**src/sv/stbs_pkg.sv**
```systemverilog
`timescale 1ns / 1ps
// ----------------------------------------------------------------------------
// Sorted table binary search package
// Shared codes, field widths and the controller/datapath interface types.
// ----------------------------------------------------------------------------
package stbs_pkg;

    localparam int KEY_W             = 32;
    localparam int ACTION_W          = 2;
    localparam int STATUS_W          = 3;
    localparam int POS_W             = 7;
    localparam int TABLE_DEPTH_DEF   = 128;

    localparam logic [ACTION_W-1:0] ACT_APPEND = 2'd0;
    localparam logic [ACTION_W-1:0] ACT_SEARCH = 2'd1;
    localparam logic [ACTION_W-1:0] ACT_CLEAR  = 2'd2;

    localparam logic [STATUS_W-1:0] ST_APPENDED = 3'd0;
    localparam logic [STATUS_W-1:0] ST_FULL     = 3'd1;
    localparam logic [STATUS_W-1:0] ST_FOUND    = 3'd2;
    localparam logic [STATUS_W-1:0] ST_NOTFOUND = 3'd3;
    localparam logic [STATUS_W-1:0] ST_CLEARED  = 3'd4;

    // Commands from the controller to the datapath.
    typedef struct packed {
        logic load_item;
        logic exec;
        logic probe;
        logic compare;
        logic load_out;
    } t_dp_cmd;

    // Status from the datapath to the controller.
    typedef struct packed {
        logic is_search;
        logic range_empty;
        logic key_equal;
    } t_dp_sts;

endpackage

```
**src/sv/stbs_ram.sv**
```systemverilog
`timescale 1ns / 1ps
// ----------------------------------------------------------------------------
// Generic RAM
// One write port and one read port with registered read data.
// ----------------------------------------------------------------------------
module stbs_ram #(
    parameter int DATA_W = 32,
    parameter int DEPTH  = 128,
    localparam int ADDR_W = (DEPTH > 1) ? $clog2(DEPTH) : 1
) (
    input  logic              i_clk,
    input  logic              i_wr_en,
    input  logic [ADDR_W-1:0] i_wr_addr,
    input  logic [DATA_W-1:0] i_wr_data,
    input  logic              i_rd_en,
    input  logic [ADDR_W-1:0] i_rd_addr,
    output logic [DATA_W-1:0] o_rd_data
);

    logic [DATA_W-1:0] r_mem [DEPTH];
    logic [DATA_W-1:0] r_rd_data;

    always_ff @(posedge i_clk) begin
        if (i_wr_en) begin
            r_mem[i_wr_addr] <= i_wr_data;
        end
        if (i_rd_en) begin
            r_rd_data <= r_mem[i_rd_addr];
        end
    end

    assign o_rd_data = r_rd_data;

endmodule

```
**src/sv/stbs_ctrl.sv**
```systemverilog
`timescale 1ns / 1ps
// ----------------------------------------------------------------------------
// Sorted table binary search controller
// Sequences one transaction at a time: decode, probe/compare loop, result.
// ----------------------------------------------------------------------------
module stbs_ctrl (
    input  logic             i_clk,
    input  logic             i_rst_n,
    input  logic             i_in_valid,
    input  logic             i_out_stall,
    input  stbs_pkg::t_dp_sts i_sts,
    output stbs_pkg::t_dp_cmd o_cmd,
    output logic             o_in_stall,
    output logic             o_out_valid
);

    typedef enum logic [2:0] {
        S_IDLE,
        S_EXEC,
        S_PROBE,
        S_COMPARE,
        S_DONE
    } t_state;

    t_state r_state;
    t_state n_state;
    logic   r_out_valid;
    logic   w_out_free;
    logic   w_accept;

    assign w_accept   = i_in_valid && (r_state == S_IDLE);
    assign w_out_free = !r_out_valid || !i_out_stall;

    always_comb begin
        n_state = r_state;
        o_cmd   = '0;
        unique case (r_state)
            S_IDLE: begin
                if (w_accept) begin
                    o_cmd.load_item = 1'b1;
                    n_state         = S_EXEC;
                end
            end
            S_EXEC: begin
                o_cmd.exec = 1'b1;
                n_state    = i_sts.is_search ? S_PROBE : S_DONE;
            end
            S_PROBE: begin
                // An empty range ends the search; otherwise the middle entry is read.
                o_cmd.probe = 1'b1;
                n_state     = i_sts.range_empty ? S_DONE : S_COMPARE;
            end
            S_COMPARE: begin
                o_cmd.compare = 1'b1;
                n_state       = i_sts.key_equal ? S_DONE : S_PROBE;
            end
            S_DONE: begin
                if (w_out_free) begin
                    o_cmd.load_out = 1'b1;
                    n_state        = S_IDLE;
                end
            end
            default: n_state = S_IDLE;
        endcase
    end

    always_ff @(posedge i_clk) begin
        if (!i_rst_n) begin
            r_state     <= S_IDLE;
            r_out_valid <= 1'b0;
        end else begin
            r_state <= n_state;
            if (o_cmd.load_out) begin
                r_out_valid <= 1'b1;
            end else if (!i_out_stall) begin
                r_out_valid <= 1'b0;
            end
        end
    end

    assign o_in_stall  = (r_state != S_IDLE);
    assign o_out_valid = r_out_valid;

endmodule

```
**src/sv/stbs_dp.sv**
```systemverilog
`timescale 1ns / 1ps
// ----------------------------------------------------------------------------
// Sorted table binary search datapath
// Key table, entry count, search range and the result registers.
// ----------------------------------------------------------------------------
module stbs_dp #(
    parameter int TABLE_DEPTH = stbs_pkg::TABLE_DEPTH_DEF
) (
    input  logic                               i_clk,
    input  logic                               i_rst_n,
    input  stbs_pkg::t_dp_cmd                   i_cmd,
    input  logic [stbs_pkg::ACTION_W-1:0]       i_action,
    input  logic signed [stbs_pkg::KEY_W-1:0]   i_key_value,
    output stbs_pkg::t_dp_sts                   o_sts,
    output logic [stbs_pkg::STATUS_W-1:0]       o_status,
    output logic [stbs_pkg::POS_W-1:0]          o_position
);

    localparam int AW = (TABLE_DEPTH > 1) ? $clog2(TABLE_DEPTH) : 1;
    localparam int CW = $clog2(TABLE_DEPTH + 1);
    localparam int SW = CW + 1;

    logic [stbs_pkg::ACTION_W-1:0]     r_action;
    logic signed [stbs_pkg::KEY_W-1:0] r_key;
    logic [CW-1:0]                     r_count;
    logic [CW-1:0]                     r_lo;
    logic [CW-1:0]                     r_hi;
    logic [AW-1:0]                     r_mid;
    logic [stbs_pkg::STATUS_W-1:0]     r_status;
    logic [stbs_pkg::POS_W-1:0]        r_pos;
    logic [stbs_pkg::STATUS_W-1:0]     r_out_status;
    logic [stbs_pkg::POS_W-1:0]        r_out_position;

    logic [SW-1:0]                     w_sum;
    logic [AW-1:0]                     w_mid;
    logic                              w_full;
    logic                              w_wr_en;
    logic [stbs_pkg::KEY_W-1:0]        w_rd_data;
    logic signed [stbs_pkg::KEY_W-1:0] w_probe;

    // The range is [lo, hi), so the middle is floor((lo + hi - 1) / 2).
    assign w_sum   = SW'(r_lo) + SW'(r_hi) - SW'(1);
    assign w_mid   = w_sum[AW:1];
    assign w_full  = (r_count == CW'(TABLE_DEPTH));
    assign w_wr_en = i_cmd.exec && (r_action == stbs_pkg::ACT_APPEND) && !w_full;
    assign w_probe = $signed(w_rd_data);

    stbs_ram #(
        .DATA_W (stbs_pkg::KEY_W),
        .DEPTH  (TABLE_DEPTH)
    ) u_key_table (
        .i_clk     (i_clk),
        .i_wr_en   (w_wr_en),
        .i_wr_addr (r_count[AW-1:0]),
        .i_wr_data (r_key),
        .i_rd_en   (i_cmd.probe),
        .i_rd_addr (w_mid),
        .o_rd_data (w_rd_data)
    );

    always_ff @(posedge i_clk) begin
        if (!i_rst_n) begin
            r_count <= '0;
        end else if (i_cmd.exec) begin
            if (w_wr_en) begin
                r_count <= r_count + CW'(1);
            end else if (r_action == stbs_pkg::ACT_CLEAR) begin
                r_count <= '0;
            end
        end
    end

    always_ff @(posedge i_clk) begin
        if (i_cmd.load_item) begin
            r_action <= i_action;
            r_key    <= i_key_value;
        end
        if (i_cmd.exec) begin
            r_lo  <= '0;
            r_hi  <= r_count;
            r_pos <= '0;
            unique case (r_action)
                stbs_pkg::ACT_APPEND: r_status <= w_full ? stbs_pkg::ST_FULL
                                                         : stbs_pkg::ST_APPENDED;
                stbs_pkg::ACT_CLEAR:  r_status <= stbs_pkg::ST_CLEARED;
                default:              r_status <= stbs_pkg::ST_NOTFOUND;
            endcase
        end
        if (i_cmd.probe) begin
            r_mid <= w_mid;
        end
        if (i_cmd.compare) begin
            if (w_probe == r_key) begin
                r_status <= stbs_pkg::ST_FOUND;
                r_pos    <= stbs_pkg::POS_W'(r_mid);
            end else if (w_probe < r_key) begin
                r_lo <= CW'(r_mid) + CW'(1);
            end else begin
                r_hi <= CW'(r_mid);
            end
        end
        if (i_cmd.load_out) begin
            r_out_status   <= r_status;
            r_out_position <= r_pos;
        end
    end

    assign o_sts.is_search   = (r_action == stbs_pkg::ACT_SEARCH);
    assign o_sts.range_empty = !(r_lo < r_hi);
    assign o_sts.key_equal   = (w_probe == r_key);
    assign o_status          = r_out_status;
    assign o_position        = r_out_position;

endmodule

```
**src/sv/sorted_table_binary_search.sv**
```systemverilog
`timescale 1ns / 1ps
// Append, clear and unused codes go from S_EXEC straight to S_DONE; a search makes at most
// floor(log2(count)) + 1 probes (8 at 128), each reading the middle entry in S_PROBE and
// comparing it in S_COMPARE. A search that does not find the key ends in S_PROBE.
// One transaction is in work at a time; the next is accepted the cycle after the
// result enters the output register, which holds it while the output is stalled.
// Synchronous active-low reset empties the table count; table contents are not cleared.
// ----------------------------------------------------------------------------
// Sorted table binary search
// Appends keys to a sorted table, clears it, or binary searches it for a key.
// ----------------------------------------------------------------------------
module sorted_table_binary_search #(
    parameter int TABLE_DEPTH = stbs_pkg::TABLE_DEPTH_DEF
) (
    input  logic                             i_clk,
    input  logic                             i_rst_n,
    input  logic                             i_in_valid,
    output logic                             o_in_stall,
    input  logic [stbs_pkg::ACTION_W-1:0]     i_action,
    input  logic signed [stbs_pkg::KEY_W-1:0] i_key_value,
    output logic                             o_out_valid,
    input  logic                             i_out_stall,
    output logic [stbs_pkg::STATUS_W-1:0]     o_status,
    output logic [stbs_pkg::POS_W-1:0]        o_position
);

    stbs_pkg::t_dp_cmd w_cmd;
    stbs_pkg::t_dp_sts w_sts;

    stbs_ctrl u_ctrl (
        .i_clk       (i_clk),
        .i_rst_n     (i_rst_n),
        .i_in_valid  (i_in_valid),
        .i_out_stall (i_out_stall),
        .i_sts       (w_sts),
        .o_cmd       (w_cmd),
        .o_in_stall  (o_in_stall),
        .o_out_valid (o_out_valid)
    );

    stbs_dp #(
        .TABLE_DEPTH (TABLE_DEPTH)
    ) u_dp (
        .i_clk       (i_clk),
        .i_rst_n     (i_rst_n),
        .i_cmd       (w_cmd),
        .i_action    (i_action),
        .i_key_value (i_key_value),
        .o_sts       (w_sts),
        .o_status    (o_status),
        .o_position  (o_position)
    );

    // An accepted transaction blocks the input until its result is registered.
    a_accept_then_busy: assert property (@(posedge i_clk) disable iff (!i_rst_n)
        (i_in_valid && !o_in_stall) |=> o_in_stall)
        else $error("input accepted twice in a row");

    // Only a found result carries a position.
    a_pos_only_found: assert property (@(posedge i_clk) disable iff (!i_rst_n)
        (o_out_valid && (o_status != stbs_pkg::ST_FOUND)) |-> (o_position == '0))
        else $error("position set on a result that is not found");

    // A result never appears while the block is idle waiting for input.
    a_result_after_work: assert property (@(posedge i_clk) disable iff (!i_rst_n)
        ($rose(o_out_valid)) |-> ($past(o_in_stall)))
        else $error("result raised without a transaction in work");

    // Result codes stay within the defined set.
    a_status_range: assert property (@(posedge i_clk) disable iff (!i_rst_n)
        o_out_valid |-> (o_status <= stbs_pkg::ST_CLEARED))
        else $error("undefined result status");

endmodule
```
**config.mk**
```make
export PLATFORM = sky130hd
export DESIGN_NAME = sorted_table_binary_search
export DESIGN_NICKNAME = d
export VERILOG_FILES = /design/src/sv/stbs_pkg.sv /design/src/sv/stbs_ram.sv /design/src/sv/stbs_ctrl.sv /design/src/sv/stbs_dp.sv /design/src/sv/sorted_table_binary_search.sv
export SDC_FILE = /design/constraint.sdc
export NUM_CORES = 2
export LEC_CHECK = 0
export BUFFER_PORTS_ARGS = -buffer_cell sky130_fd_sc_hd__buf_2
export CORE_ASPECT_RATIO = 2
export CORE_MARGIN = 10
export CORE_UTILIZATION = 28
export CTS_CLUSTER_DIAMETER = 100
export DETAILED_ROUTE_END_ITERATION = 10
export SYNTH_ARGS = -nofsm -noshare
export SYNTH_HDL_FRONTEND = slang
export SYNTH_SLANG_ARGS = --single-unit
```
**constraint.sdc**
```tcl
create_clock -name i_clk -period 6.8 [get_ports i_clk]
set_input_delay 0 -clock i_clk [delete_from_list [all_inputs] [get_ports i_clk]]
set_output_delay 0 -clock i_clk [all_outputs]
set_load 0.005 [all_outputs]
```
==> metrics.md <==
| Metric | Value |
|---|---|
| Initial DRC count | 7967 |
| Met1 global-route usage | 15.44% |
| Endpoints failing setup | 0 |
| Post-Syn Area per Cell | 23.85 µm² |
| Clk root buf | clkbuf_16 |
| Chip width | 556.8 µm |
| Gpl congestion | 0.9244 |
| Vias in the first global route | 79860 |
| DP HPWL | 279600 µm |
| CP max FO | 76 |
| Clk buf depth | 4 |
| CP required | 7.56 ns |
| Initial Utilization | 28.08% |
| Final period util | 87.98% |
| Synth area leader | edfxtp_1 |
| Routed Antenna Nets | 0 |
| Global route hottest layer | met2 |
| CP arrival | 6.74 ns |
| CTS sink count | 4217 |
| Core Rows | 394 |
| First-pass GRT wire length | 641200 µm |
| Post-CTS Repair Setup Buffers | 0 |
| Total CTS buffers | 319 |
| Clk_lat worst skew | 0.93 ns |
| Worst clock skew | 0.05160 ns |
| Clk slew on worst S/H paths | 0.08 ns |
| Syn_nets | 6861 |
| Share of cells above drive strength 1 | 31.95% |
| Ports | 50 |
| Routing usage on met2 | 27.28% |
| Pleak | 57.30 nW |
| CP Capture Type | flop |
| Global Route Usage Sum | 14.75% |
| Routed WL | 462400 µm |
| Worst-Margin Slew | 1.880 ns |
| Hold Crit Class | in2reg |
| Max Slew Vio Count | 33 |
| Core area | 574800 µm² |
| Synthesized flop and latch total | 4217 |
| Fillcell total | 53640 |
| Hold Vio Cnt, Final | 0 |
| Full die area | 609000 µm² |
| Total grt overflow | 0 |
| First drt pass iteration count | 7 |
| Vert. Die Dim | 1094 µm |
| Area grow syn2layout | 15.67% |
| P per Cell Area | 330.4 nW/µm² |
| Most frequent cells after synthesis | 4179 x edfxtp_1, 1276 x mux4_2, 296 x nand2_1 |
| RSZ-0062 raised after global routing | no |
| Startpoint types | flop |
| DRC | 0 |
| Cells after synthesis | 6768 |
| Crit Path Category | reg2reg |
| VDD IR max | 0.0006668 V |
| Failing checks | max-capacitance violations, max-slew violations |
| Hold Buf Count CTS | 76 |
| Rel. slew slack | -25.35% |
| Post-synthesis sequential area ratio | 78.23% |
| Maximum clock frequency | 167.2 MHz |
| Post-synthesis instance area | 161400 µm² |
| Final Critical Period | 5.982 ns |
| Ys flop type | edfxtp_1 |
| Max_cap viols | 4 |
| Antenna violations before repair | 80 |
| Ys async rst share | 0% |
| Synth cell types | 50 |
| Status | finished with violations |
| # resized after CTS | 0 |
| Met3 global-route usage | 1.620% |
| Total number of vias | 76000 |
| H-tree depth | 5 |
| PortBufs | 49 |
| Layout Nets | 7334 |
| Synth top area share | 77.75% |
| CTS tree | built |
| Final total power | 61.68 mW |
| Most frequent cell after synthesis | edfxtp_1 |
| Fin cells | 15350 |
| Top post-synthesis cells by area | edfxtp_1 78%, mux4_2 18%, nand2_1 0.69%, dfxtp_1 0.47%, a21oi_1 0.42% |
| Final setup TNS | 0 ns |
| Synth warn | 0 |
| Post-synth EDFFs | 4179 |
| Vias per inst | 4.951 |
| Largest net degree at the start of global routing | 130 |
| Placed Cells | 14370 |
| DR WL/cell | 30.13 µm |
==> through the flow <==
step	instance area, µm²	hold slack (ns)	utilization, %	worst slack (ns)
floorplan	161400	0.09887	-	2.195
global placement	174100	0.1788	30.28	0.3294
detailed placement	174600	0.1781	30.38	1.014
CTS	185800	0.02914	32.33	0.9932
global route	186500	0.1111	32.44	1.028
finish	186700	0.08842	32.48	0.8176
==> final timing paths <==
path                               from                                  endpoint  slack, ns  cells after the start
setup / recovery   u_dp.r_lo[1]$_DFF_P_  u_dp.u_key_table.o_rd_data[22]$_DFFE_PN_       0.82                     14
hold / removal                  i_rst_n              u_dp.r_count[4]$_SDFFE_PN0P_       0.09                      3
setup reg to reg   u_dp.r_lo[1]$_DFF_P_  u_dp.u_key_table.o_rd_data[22]$_DFFE_PN_       0.82                     14
hold reg to reg   u_dp.r_pos[1]$_DFF_P_              u_dp.o_position[1]$_DFFE_PP_       0.44                      0
==> placed cells by master, fill, tap and decap left out, types with 11 or more instances in the layout <==
master,n
inv_1,61
buf_12,56
clkinv_2,50
nor2_1,35
dfxtp_1,38
dlygate4sd3_1,76
edfxtp_1,4179
nand2_1,290
nor2_4,128
nor2b_1,11
bufinv_16,38
a21oi_2,78
or4_1,30
ha_1,53
diode_2,332
clkinv_1,53
buf_4,294
mux4_2,1276
a21o_1,14
clkbuf_1,54
buf_8,15
o21ai_0,27
buf_2,49
inv_6,14
clkbuf_16,325
nand3_1,21
clkinvlp_4,19
a21oi_1,58
==> per-layer routing <==
| metal | share of wire [%] | vias up |
|---|---|---|
| li1 | - | 30080 |
| met4 | 8.0 | 36 |
| met1 | 33 | 41850 |
| met3 | 5.2 | 883 |
| met2 | 54 | 3145 |
| met5 | 0.053 | - |
==> kinds of logic (layout without fill, tap and decap cells) <==
family          Yosys count  in the layout  synth area share (%)
mux                    1289           1289                 17.89
simple gates            566            566                 1.495
compound gates          221            221                0.7907
flops                  4217           4217                 78.23
other cells               0            332                     0
fa+ha+maj                55             55                0.4310
xor+xnor                 11             11               0.05969
buf+inv                 409           1134                 1.110
==> critical path, stage by stage, from the launching register on <==
cell,delay (ns)
dfxtp_1,0.40
inv_1,0.12
ha_1,0.37
inv_1,0.13
ha_4,0.19
fa_4,0.54
a211oi_1,0.26
o21bai_1,0.12
a21oi_1,0.35
xor2_4,0.26
buf_12,0.49
buf_4,0.54
nand2_1,0.19
a21oi_1,1.45
or4_1,0.30
==> area by class of cell <==
cell class              instances  area (µm²)  area share, %
flip-flops and latches       4217      126300          67.63
multi-input cells            2142       34710          18.59
well taps                    7524        9414          5.043
clock buffers                 380        8349          4.472
repair buffers                499        4791          2.566
clock inverters               193        2096          1.123
diodes                        332       830.8         0.4450
inverters                      62       237.7         0.1273
==> registers in the layout, summed over array words and instances (netlist names) <==
register / count
u_dp.r_pos: 7
u_dp.u_key_table.o_rd_data: 32
u_dp.r_count: 8
u_dp.r_lo: 8
u_dp.r_status: 3
u_dp.o_position: 7
u_ctrl.r_state: 3
u_dp.r_key: 32
u_dp.u_key_table.r_mem: 4096
u_dp.r_action: 2
u_dp.r_hi: 8
u_dp.o_status: 3
u_dp.r_mid: 7
u_ctrl.o_out_valid: 1
==> power by group <==
part           internal (mW)  total (mW)  leakage, nW  switching, mW
Clock                   10.3        19.5         5.07           9.15
Sequential              28.9        29.0         37.9         0.0774
Combinational           5.05        13.2         14.3           8.14
Total                   44.3        61.7         57.3           17.4
(Power assumes the default switching activity.)
